### config.mk
export PLATFORM = sky130hd
export DESIGN_NAME = temperature_glitch_filter_top
export DESIGN_NICKNAME = d
export VERILOG_FILES = /design/src/sv/tgf_pkg.sv /design/src/sv/temperature_glitch_filter_top.sv
export SDC_FILE = /design/constraint.sdc
export NUM_CORES = 1
export LEC_CHECK = 0
export ABC_AREA = 1
export ABC_CLOCK_PERIOD_IN_PS = 6780
export BUFFER_PORTS_ARGS = -buffer_cell sky130_fd_sc_hd__buf_2
export CORE_MARGIN = 2
export CORE_UTILIZATION = 50
export CTS_CLUSTER_SIZE = 16
export DETAILED_ROUTE_END_ITERATION = 8
export PLACE_DENSITY_LB_ADDON = 0.3
export SKIP_CTS_REPAIR_TIMING = 1
export SLEW_MARGIN = 5
export SYNTH_ARGS = -nofsm -noshare
export SYNTH_HDL_FRONTEND = slang
export SYNTH_SLANG_ARGS = --single-unit
### constraint.sdc
create_clock -name clk -period 6.78 [get_ports clk]
set_input_delay 0.339 -clock clk [delete_from_list [all_inputs] [get_ports clk]]
set_output_delay 0.339 -clock clk [all_outputs]
set_load 0.03 [all_outputs]
### src/sv/tgf_pkg.sv
// Package for the temperature glitch filter: sample and row types, reset constants
// and the raw-reading conversion. It depends on nothing.
package tgf_pkg;

  localparam int SENSOR_COUNT_DEF = 8;
  localparam int HIST_DEPTH       = 4;
  localparam int IDX_W            = 3;
  localparam int RAW_W            = 16;
  localparam int SAMPLE_W         = 19;
  localparam int DIST_W           = 19;
  localparam int PROD_W           = 21;

  typedef logic signed [SAMPLE_W-1:0] sample_t;
  typedef logic        [DIST_W-1:0]   dist_t;

  localparam sample_t HIST_RESET = sample_t'(15000);
  localparam sample_t CUR_RESET  = sample_t'(0);

  // One memory word per sensor: filtered value and history, newest in slot 0.
  typedef struct packed {
    sample_t                  cur;
    sample_t [HIST_DEPTH-1:0] hist;
  } row_t;

  // floor((raw*25 + 2) / 4): shift-add multiply, then an arithmetic shift.
  function automatic sample_t convert_raw(input logic signed [RAW_W-1:0] raw);
    logic signed [PROD_W-1:0] ext;
    logic signed [PROD_W-1:0] num;
    ext = PROD_W'(raw);
    num = (ext <<< 4) + (ext <<< 3) + ext + PROD_W'(2);
    return num[PROD_W-1:2];
  endfunction

  function automatic row_t reset_row();
    row_t r;
    r.cur = CUR_RESET;
    for (int k = 0; k < HIST_DEPTH; k++) r.hist[k] = HIST_RESET;
    return r;
  endfunction

endpackage

### src/sv/temperature_glitch_filter_top.sv
// Temperature glitch filter top level: per-sensor row memory with a read-modify-write
// pipeline and an output register. Depends on tgf_pkg.
// An accepted request passes the update stage, then the output register; one request per
// cycle unless the output stalls; a request to the row just written has it forwarded.
// Reset: synchronous, active low; clears pipeline valids and per-row valid bits, so every
// row reads as history 15000 and filtered value 0 until written.
module temperature_glitch_filter_top #(
  parameter int SENSOR_COUNT = tgf_pkg::SENSOR_COUNT_DEF
) (
  input  logic                                clk,
  input  logic                                rst_n,
  input  logic                                in_valid,
  output logic                                in_ready,
  input  logic [tgf_pkg::IDX_W-1:0]           in_sensor_index,
  input  logic signed [tgf_pkg::RAW_W-1:0]    in_raw_reading,
  output logic                                out_valid,
  input  logic                                out_ready,
  output logic [tgf_pkg::IDX_W-1:0]           out_sensor_echo,
  output logic signed [tgf_pkg::SAMPLE_W-1:0] out_new_sample,
  output logic signed [tgf_pkg::SAMPLE_W-1:0] out_filtered_value
);

  localparam int AW = (SENSOR_COUNT > 1) ? $clog2(SENSOR_COUNT) : 1;
  localparam int EW = (AW > tgf_pkg::IDX_W) ? AW : tgf_pkg::IDX_W;
  localparam int HD = tgf_pkg::HIST_DEPTH;

  // Sensor row memory and its per-row valid bits.
  tgf_pkg::row_t mem [SENSOR_COUNT];
  tgf_pkg::row_t mem_q_r;
  logic [SENSOR_COUNT-1:0] vld_r;

  // Update stage registers.
  logic                         s1_v_r;
  logic                         s1_in_range_r;
  logic [tgf_pkg::IDX_W-1:0]    s1_idx_r;
  logic [AW-1:0]                s1_addr_r;
  tgf_pkg::sample_t             s1_sample_r;
  logic                         s1_row_vld_r;
  logic                         fwd_r;
  tgf_pkg::row_t                fwd_row_r;

  // Output register.
  logic                         out_v_r;
  logic [tgf_pkg::IDX_W-1:0]    out_idx_r;
  tgf_pkg::sample_t             out_sample_r;
  tgf_pkg::sample_t             out_filt_r;

  logic                         in_fire;
  logic                         s1_adv;
  logic                         wr_en;
  logic [EW-1:0]                idx_ext;
  logic [AW-1:0]                in_addr;
  logic                         in_range;
  tgf_pkg::row_t                old_row;
  tgf_pkg::row_t                new_row;
  tgf_pkg::sample_t             old_cur;
  tgf_pkg::sample_t             filt;
  tgf_pkg::dist_t [HD-1:0]      span;
  logic [HD-1:0]                least;
  logic signed [tgf_pkg::SAMPLE_W:0] diff [HD];

  // Handshake: the update stage advances whenever the output register frees up.
  assign s1_adv   = !out_v_r || out_ready;
  assign in_ready = !s1_v_r || s1_adv;
  assign in_fire  = in_valid && in_ready;
  assign wr_en    = s1_v_r && s1_adv && s1_in_range_r;

  assign idx_ext  = EW'(in_sensor_index);
  assign in_addr  = idx_ext[AW-1:0];
  assign in_range = (32'(in_sensor_index) < SENSOR_COUNT);

  // Read port: registered read on request acceptance; write port from the
  // update stage as it hands its result on.
  always_ff @(posedge clk) begin
    if (in_fire) begin
      mem_q_r <= mem[in_addr];
    end
    if (wr_en) begin
      mem[s1_addr_r] <= new_row;
    end
  end

  always_ff @(posedge clk) begin
    if (!rst_n) begin
      vld_r <= '0;
    end else if (wr_en) begin
      vld_r[s1_addr_r] <= 1'b1;
    end
  end

  // Accept into the update stage; capture the forwarded row when the item
  // ahead writes the same sensor at this very edge.
  always_ff @(posedge clk) begin
    if (!rst_n) begin
      s1_v_r <= 1'b0;
      fwd_r  <= 1'b0;
    end else if (in_ready) begin
      s1_v_r <= in_valid;
      fwd_r  <= in_valid && wr_en && (s1_addr_r == in_addr);
    end
  end

  always_ff @(posedge clk) begin
    if (in_fire) begin
      s1_in_range_r <= in_range;
      s1_idx_r      <= in_sensor_index;
      s1_addr_r     <= in_addr;
      s1_sample_r   <= tgf_pkg::convert_raw(in_raw_reading);
      s1_row_vld_r  <= vld_r[in_addr];
      fwd_row_r     <= new_row;
    end
  end

  // Pick the row the item sees: forwarded, stored, or reset contents.
  always_comb begin
    if (fwd_r) begin
      old_row = fwd_row_r;
    end else if (s1_row_vld_r) begin
      old_row = mem_q_r;
    end else begin
      old_row = tgf_pkg::reset_row();
    end
  end

  // Shift the new sample in, then take the newest of the closest entries that
  // is above zero; if there is none, the old filtered value holds.
  always_comb begin
    old_cur         = old_row.cur;
    new_row.hist[0] = s1_sample_r;
    for (int k = 1; k < HD; k++) begin
      new_row.hist[k] = old_row.hist[k-1];
    end
    for (int k = 0; k < HD; k++) begin
      diff[k] = (tgf_pkg::SAMPLE_W+1)'(new_row.hist[k])
              - (tgf_pkg::SAMPLE_W+1)'(old_cur);
      span[k] = diff[k][tgf_pkg::SAMPLE_W] ? tgf_pkg::DIST_W'(-diff[k])
                                           : tgf_pkg::DIST_W'(diff[k]);
    end
    for (int k = 0; k < HD; k++) begin
      least[k] = 1'b1;
      for (int j = 0; j < HD; j++) begin
        if (span[k] > span[j]) least[k] = 1'b0;
      end
    end
    filt = old_cur;
    for (int k = HD - 1; k >= 0; k--) begin
      if (least[k] && (new_row.hist[k] > 0)) filt = new_row.hist[k];
    end
    new_row.cur = filt;
  end

  // Output register: hold until taken.
  always_ff @(posedge clk) begin
    if (!rst_n) begin
      out_v_r <= 1'b0;
    end else if (s1_adv) begin
      out_v_r <= s1_v_r;
    end
  end

  always_ff @(posedge clk) begin
    if (s1_v_r && s1_adv) begin
      out_idx_r    <= s1_idx_r;
      out_sample_r <= s1_sample_r;
      out_filt_r   <= s1_in_range_r ? filt : tgf_pkg::sample_t'(0);
    end
  end

  assign out_valid          = out_v_r;
  assign out_sensor_echo    = out_idx_r;
  assign out_new_sample     = out_sample_r;
  assign out_filtered_value = out_filt_r;

  // Every accepted request occupies the update stage next cycle.
  a_accept_fills_stage: assert property (@(posedge clk) disable iff (!rst_n)
    in_fire |=> s1_v_r) else $error("accepted request lost before update stage");

  // Forwarding only ever serves an item that is actually present.
  a_fwd_has_item: assert property (@(posedge clk) disable iff (!rst_n)
    fwd_r |-> s1_v_r) else $error("forward flag without an item");

  // An item in the update stage is written back only while in range.
  a_write_in_range: assert property (@(posedge clk) disable iff (!rst_n)
    wr_en |-> (32'(s1_addr_r) < SENSOR_COUNT) && s1_in_range_r)
    else $error("row write for a sensor beyond the count");

endmodule

Yosys cells after proc, flatten, opt, wreduce, memory -nomap -nowiden:

Memories as Yosys holds them, arrays and structs flattened. A register that Yosys moved wholly into a read port is not among the register bits.
Index checks and enable logic that the tools add are counted.

* bits in registers: 170
* bits in writable memories: 760
* output and inout port bits: 43
* word-level logic and storage cells: 97
* memories kept: 1

* add/sub/neg operators: 11
* magnitude comparators: 23
* eq/ne operators: 1
* muxes and demuxes: 32
* bitwise logic cells: 1
* reductions and logical operators: 13

Memories
* mem: words 8, width 95, read ports 1, clocked after memory_dff 1, write ports 1, RTL line temperature_glitch_filter_top.sv:28 `tgf_pkg::row_t mem [SENSOR_COUNT];`

Operator list (number)
* $gt 19x19->1: 16
* $mux 95: 2
* $mux 19: 8
* $sub 19x19->20: 4
* $gt 19x1->1 const B: 4
* $neg 19->19: 4
* $add 20x19->21: 1
* $add 21x16->21: 1
* $add 21x3->21 const B: 1
* $mux 1: 20
* $logic_and 1x1->1: 9
* $lt 3x4->1 const B: 2
* $or 8x8->8: 1
* $bmux 1 s3: 1
* $demux 1 s3: 1
* $eq 3x3->1: 1
* $ge 3x1->1 const B: 1
* $logic_not 1->1: 2
* $logic_or 1x1->1: 2

Logic depth before layout (Yosys ltp):

Gate-level depths: netlist (run 1).

* depth in word-level cells: 15
* mapped depth: 47
* gate-level depth less buffers: 42

Worst setup path after synthesis (run 1):

No wires, ideal clock.

* path type: register to register
* start: reg out_v_r (netlist: out_valid)
* end: mem mem[0][0] (netlist bit) (enable)
* library setup time: 0.606 ns
* arrival time: 5.962 ns
* data required time: 6.174 ns
* path slack: 0.212 ns
* cell stages (with the launch flop): 6
* period minus slack after synthesis: 6.568 ns
* path through: dfxtp_1 nand2_1 nand2_1 nor2_1 inv_1 nor3_1

* word-level cells in the longest chain between the ends: 5

RTL lines
* start, declared: RTL line temperature_glitch_filter_top.sv:43 `logic out_v_r;`
* start signal, assigned: RTL line temperature_glitch_filter_top.sv:157 `out_v_r <= s1_v_r;`
* $logic_not 1->1: RTL line temperature_glitch_filter_top.sv:63 `assign s1_adv = !out_v_r || out_ready;`
* $logic_or 1x1->1: RTL line temperature_glitch_filter_top.sv:63
* $logic_and 1x1->1: RTL line temperature_glitch_filter_top.sv:66 `assign wr_en = s1_v_r && s1_adv && s1_in_range_r;`
* $mux 1: RTL line temperature_glitch_filter_top.sv:78 `if (wr_en) begin`
* $mux 1 (implied by the code): RTL line temperature_glitch_filter_top.sv:79 `mem[s1_addr_r] <= new_row;`
* end, declared: RTL line temperature_glitch_filter_top.sv:28

No other way between the ends.

==> results.md, run 1 <==
- Outcome: completed
- Number of synthesized flops with an enable pin: 824
- Hpwl dp: 94.0 mm
- Reg2reg path depth: 39
- Final Skew: 0.0249 ns
- I/O pins: 66
- Top_reg_cell synth: edfxtp_1
- Dpl ws: 0.0474 ns
- Worst reg2reg path endpoint: mem[1][78]
- Drt wl/cell: 22.5 um
- Asr flop ratio synth: 0
- Leakage: 0.0205 uW
- Antenna Nets Post-Route: 0
- Area share of the largest cell type after synthesis: 0.572
- YS warnings: 0
- Total GRT Usage: 0.299
- Hold_ws: 0.00365 ns
- Initial Utilization: 0.506
- DRT iter0 DRCs: 3,852
- CP startpoint: s1_row_vld_r
- Hold Path Class: in2reg
- Syn_nets: 4,599
- H-Tree Level Count: 3
- Crit path time final: 6.40 ns
- Register area share after synthesis: 0.578
- Slowest cell on crit path: edfxtp_1
- Worst EP required: 7.13 ns
- Net count, final: 5,024
- Skew-Pair Late Insertion Delay: 0.64 ns
- Largest net degree at the start of global routing: 124
- Post-Syn Area: 43,200 um^2
- Headroom to the max-slew limit: 0.259
- Slew Limit Fails: 0
- Met1 Track Usage GR: 0.427
- Max_cap viols: 0
- CP dominant cell by count: nand2_1
- Least-Margin Pin Slew: 1.10 ns
- Final Cycle Share: 0.943
- GPL Wtd Cong: 1.08
- Worst r2r src: s1_row_vld_r
- Post-Syn Instances: 4,385
- Critical path depth in cells: 39
- Die height: 298 um
- Worst-path maximum fanout: 19
- Die width: 298 um
- Ranking of synthesized cells by area: edfxtp_1, nand2_1, nor2_1, ha_1, o21ai_0
- Crit. End Element: flip-flop
- TritonCTS clock tree: built
- Reg2Reg Setup Slack: 0.38 ns
- CTS root buf: clkbuf_16
- Clk buf depth: 3
- Number of global-route vias before repair: 32,100
- CP Class: reg2reg
- Peak VDD IR: 341 uV
- Area Overhead vs Synth: 17.4%
- First-pass GRT wire length: 200 mm
- DRT Pass-1 Iters: 8
- Residual DRC: 0
- Crit path DAT: 6.75 ns
- Die area: 88,800 um^2
- Num CTS Buffers: 81
- Post-Syn Area per Cell: 9.86 um^2
- Pwr dens: 399 nW/um^2
- Grt met3 use: 0.0412
- Largest delay share family, worst path: simple AND/OR/NAND/NOR gates
- End of the critical path: mem[1][78]
- Delay of the slowest cell on the worst path: 0.41 ns
- Yosys top cell by area: edfxtp_1
- GRT busiest layer: met2
- Port Buffers: 65
- # rows: 107
- Post-DR vias/cell: 5.74
- Setup Viol. Count Final: 0
- Clock Sinks: 835
- Grt total ovfl: 0
- Netlist cell types: 69
- Count leader, synth: edfxtp_1
- Final hold violations: 0
- Top cells by count, synth: edfxtp_1, nand2_1, nor2_1
- Post-Route WL: 136 mm
- Layout cells sized above 1: 0.164
- Reg clk slew, reported paths: 0.06 ns
- Hold depth: 4
- Via count: 34,600
- Max Fclk: 156 MHz
- Setup tns final: 0 ns
- Initial antenna violation count: 4
- Final setup margin: 0.383 ns
- Synth Register Bits: 835
- Core area: 85,400 um^2
- Routing usage on met2: 0.470
- CP bufs+invs: 11
- Critical path startpoint category: flip-flop
-- sequential cells by signal, indices dropped and copies added (netlist names) --
| name | cells |
|---|---|
| mem_q_r | 76 |
| mem | 608 |
| s1_addr_r | 3 |
| out_new_sample | 19 |
| s1_row_vld_r | 1 |
| out_valid | 1 |
| s1_sample_r | 19 |
| out_filtered_value | 19 |
| fwd_r | 1 |
| vld_r | 8 |
| s1_v_r | 1 |
| fwd_row_r | 76 |
| out_sensor_echo | 3 |
-- worst register-to-register path, delay by kind of cell, from the launching register on --
family / cells / cell delay, ns
flops: 1 / 0.41
xor+xnor: 2 / 0.44
compound gates: 6 / 1.31
fa+ha+maj: 2 / 0.69
buf+inv: 11 / 1.51
simple gates: 18 / 1.76
-- layout by cell type, fill, tap and decap left out, types with 84 or more instances in the layout --
master     synthesis  final
a21oi_1          142    133
a31oi_1           84     84
buf_4              4    415
clkbuf_16          0     86
edfxtp_1         824    824
ha_1             177    174
inv_1            337    334
nand2_1          799    789
nand3_1          196    196
nor2_1           721    712
o21ai_0          361    357
o22ai_1           89     89
-- metal layers --
layer / wire length, um / up-vias
met1: 56700 / 16500
met3: 12300 / 276
met5: 36 / -
li1: - / 16100
met4: 5010 / 6
met2: 61500 / 1703
-- how the worst min path moves through the flow --
stage	slack, ns	from	end
after floorplan	0.43	vld_r[1]	vld_r[1]
after global placement	0.45	vld_r[3]	vld_r[3]
after detailed placement	0.46	vld_r[5]	vld_r[5]
after CTS	-0.06	in_raw_reading[15]	s1_sample_r[18]
after global routing	0.001	in_sensor_index[2]	s1_addr_r[2]
final	0.004	out_ready	out_valid
-- where the power goes --
| group | switching, uW | leakage, uW | internal (uW) | total [uW] |
|---|---|---|---|---|
| Combinational | 5460 | 0.0115 | 3120 | 8580 |
| Sequential | 201 | 0.00764 | 6800 | 7000 |
| Clock | 1950 | 0.00136 | 2710 | 4660 |
| Total | 7610 | 0.0205 | 12600 | 20200 |
-- kinds of logic after synthesis --
logic type               Yosys count  share of synthesized area
AND/OR/NAND/NOR                 1915                      0.187
flip-flops                       835                      0.578
AO/OA/AOI/OAI                    831                      0.110
buffers and inverters            521                     0.0484
adder cells (fa/ha/maj)          191                     0.0577
XOR/XNOR                          92                     0.0198
-- stage by stage --
stage	utilization	power, uW	cell area [um^2]	std cells
floorplan	-	11700	43200	4385
detailed placement	0.558	15300	47700	5863
CTS	0.591	19900	50400	6014
finish	0.594	20200	50800	6024
global placement	0.558	15200	47700	5863
global route	0.594	21300	50700	6022
-- cell type report --
cell class,instances,area (um^2)
tap,1144,1430
inverter,367,1410
multi-input combinational,3029,16400
sequential,835,25000
fill,7164,34700
clock inverter,57,629
antenna,2,5.00
clock buffer,94,2140
timing repair buffer,496,3770
Note: power is estimated with default switching activity, not from simulation.
==> run 2, diff against run 1 <==
==> constraint.sdc (replaced) <==
create_clock -name clk -period 6.78 [get_ports clk]
set_input_delay 1.695 -clock clk [delete_from_list [all_inputs] [get_ports clk]]
set_output_delay 1.695 -clock clk [all_outputs]
set_load 0.03 [all_outputs]
==> run 2 against run 1 <==
Against the previous run:
- via count shrank 2.5%
- die area is the same
- sequential share of layout area grew 2.0 points
- sequential power is essentially flat
- design area shrank 3.8%
- cell count shrank 4.2%
- non-clock buffer count shrank 250
- clock skew shrank 0.0017 ns
- register-to-register slack lost 0.13 ns
- total power shrank 2.9%
- combinational power shrank 7.9%
- sequential cell count is the same
- critical endpoint is now mem[5][94]
- largest cell class unchanged
==> results.md, run 2 (synthesized netlist as in run 1, its figures left out) <==
- Headroom to the max-slew limit: 0.280 (+0.0212)
- Slew Limit Fails: 0 (unchanged)
- Max reg flops: 608 (unchanged)
- Via count: 33,700 (-2.5%)
- Net count, final: 4,774 (-5.0%)
- Worst-path maximum fanout: 29 (+10)
- Delay of the slowest cell on the worst path: 0.43 ns (+0.02 ns)
- Port Buffers: 65 (unchanged)
- Final Skew: 0.0233 ns (-0.00165 ns)
- I/O pins: 66 (unchanged)
- Crit. End Element: flip-flop
- Design Power: 19,600 uW (-2.9%)
- Biggest register: mem
- DRT iter0 DRCs: 3,988 (+3.5%)
- Core area: 85,400 um^2 (unchanged)
- Antenna Nets Post-Route: 0 (unchanged)
- CP dominant cell by count: buf_4
- Worst EP required: 7.24 ns (+0.11 ns)
- Dpl ws: 0.192 ns (+0.145 ns)
- Post-Route WL: 134 mm (-1.0%)
- Setup Viol. Count Final: 0 (unchanged)
- Final Cycle Share: 0.962 (+0.0188)
- Max Fclk: 153 MHz (-2.0%)
- Most common cell after layout, fill and taps aside: edfxtp_1
- Total GRT Usage: 0.297 (-0.00188)
- Layout cells sized above 1: 0.118 (-0.0462)
- Final setup margin: 0.256 ns (-0.128 ns)
- Die area: 88,800 um^2 (unchanged)
- Setup tns final: 0 ns (unchanged)
- Skew-Pair Late Insertion Delay: 0.63 ns (about the same)
- Largest net degree at the start of global routing: 147 (+19%)
- First-pass GRT wire length: 198 mm (-0.91%)
- DRT Pass-1 Iters: 6 (-2)
- Peak VDD IR: 270 uV (-21%)
- CP Class: reg2reg
- Num CTS Buffers: 80 (-1.2%)
- Hold_ws: 0.464 ns (+0.461 ns)
- Reg clk slew, reported paths: 0.07 ns (about the same)
- Critical path startpoint category: flip-flop
- Hold Path Class: reg2reg
- GPL Wtd Cong: 1.10 (+2.0%)
- H-Tree Level Count: 3 (unchanged)
- CTS root buf: clkbuf_16
- Biggest regs: mem (608), fwd_row_r (76), mem_q_r (76)
- Crit path DAT: 6.99 ns (+0.24 ns)
- Drt wl/cell: 23.2 um (+3.3%)
- Leakage: 0.0193 uW (-6.0%)
- Hpwl dp: 92.1 mm (-2.1%)
- Initial Utilization: 0.506 (unchanged)
- TritonCTS clock tree: built
- Area Overhead vs Synth: 12.9%
- CP bufs+invs: 8 (-3)
- Grt total ovfl: 0 (unchanged)
- Residual DRC: 0 (unchanged)
- Slowest cell on crit path: edfxtp_1
- Final hold violations: 0 (unchanged)
- Least-Margin Pin Slew: 1.08 ns (-0.0175 ns)
- Most frequent cells in the layout: edfxtp_1, nand2_1, nor2_1, o21ai_0, inv_1
- Largest delay share family, worst path: compound AO/OA/AOI/OAI gates
- Number of global-route vias before repair: 31,100 (-3.3%)
- Outcome: completed
- Die height: 298 um (unchanged)
- Clock Sinks: 835 (unchanged)
- Crit path time final: 6.52 ns (+0.128 ns)
- Post-DR vias/cell: 5.84 (+1.7%)
- Max_cap viols: 0 (unchanged)
- # rows: 107 (unchanged)
- Initial antenna violation count: 1 (-3)
- Clk buf depth: 3 (unchanged)
- Pwr dens: 402 nW/um^2 (+0.93%)
- Die width: 298 um (unchanged)
run 2: layout make-up:
cell class                 instances  area (um^2)
fill                            7294        36600
inverter                         367         1410
antenna                            1         2.50
clock inverter                    54          688
clock buffer                      96         2100
multi-input combinational       3030        16400
timing repair buffer             246         1850
tap                             1144         1430
sequential                       835        25000
run 2: worst register-to-register path, delay by kind of cell, from the launching register on:
family / cells / cell delay, ns
AOI/OAI and AO/OA: 13 / 2.44
buffers and inverters: 8 / 1.56
and+or+nand+nor: 7 / 1.11
adders and majority gates: 2 / 0.58
DFF: 1 / 0.43
xor gates and xnor gates: 1 / 0.23
run 2: worst paths after layout:
path                     start  cells after the start  slack, ns    endpoint
setup / recovery  s1_row_vld_r                     31       0.26  mem[5][94]
hold / removal        vld_r[1]                      2       0.46    vld_r[1]
setup reg to reg  s1_row_vld_r                     31       0.26  mem[5][94]
hold reg to reg       vld_r[1]                      2       0.46    vld_r[1]
run 2: routing by layer:
metal	track usage	part of all wire
met5	0	0
met4	0.105	0.038
met3	0.0478	0.096
met2	0.455	0.44
met1	0.430	0.42
run 2: stage by stage:
step / area, um^2 / cells / utilization
final: 48800 / 5773 / 0.571
after global routing: 48800 / 5772 / 0.571
after CTS: 48600 / 5766 / 0.569
after detailed placement: 45800 / 5616 / 0.537
after global placement: 45800 / 5616 / 0.537
after floorplan: 43200 / 4385 / -
run 2: report_power, final:
part	internal [uW]	switching, uW	total [uW]
clock	2780	1970	4740
sequential	6790	209	7000
combinational	2600	5300	7900
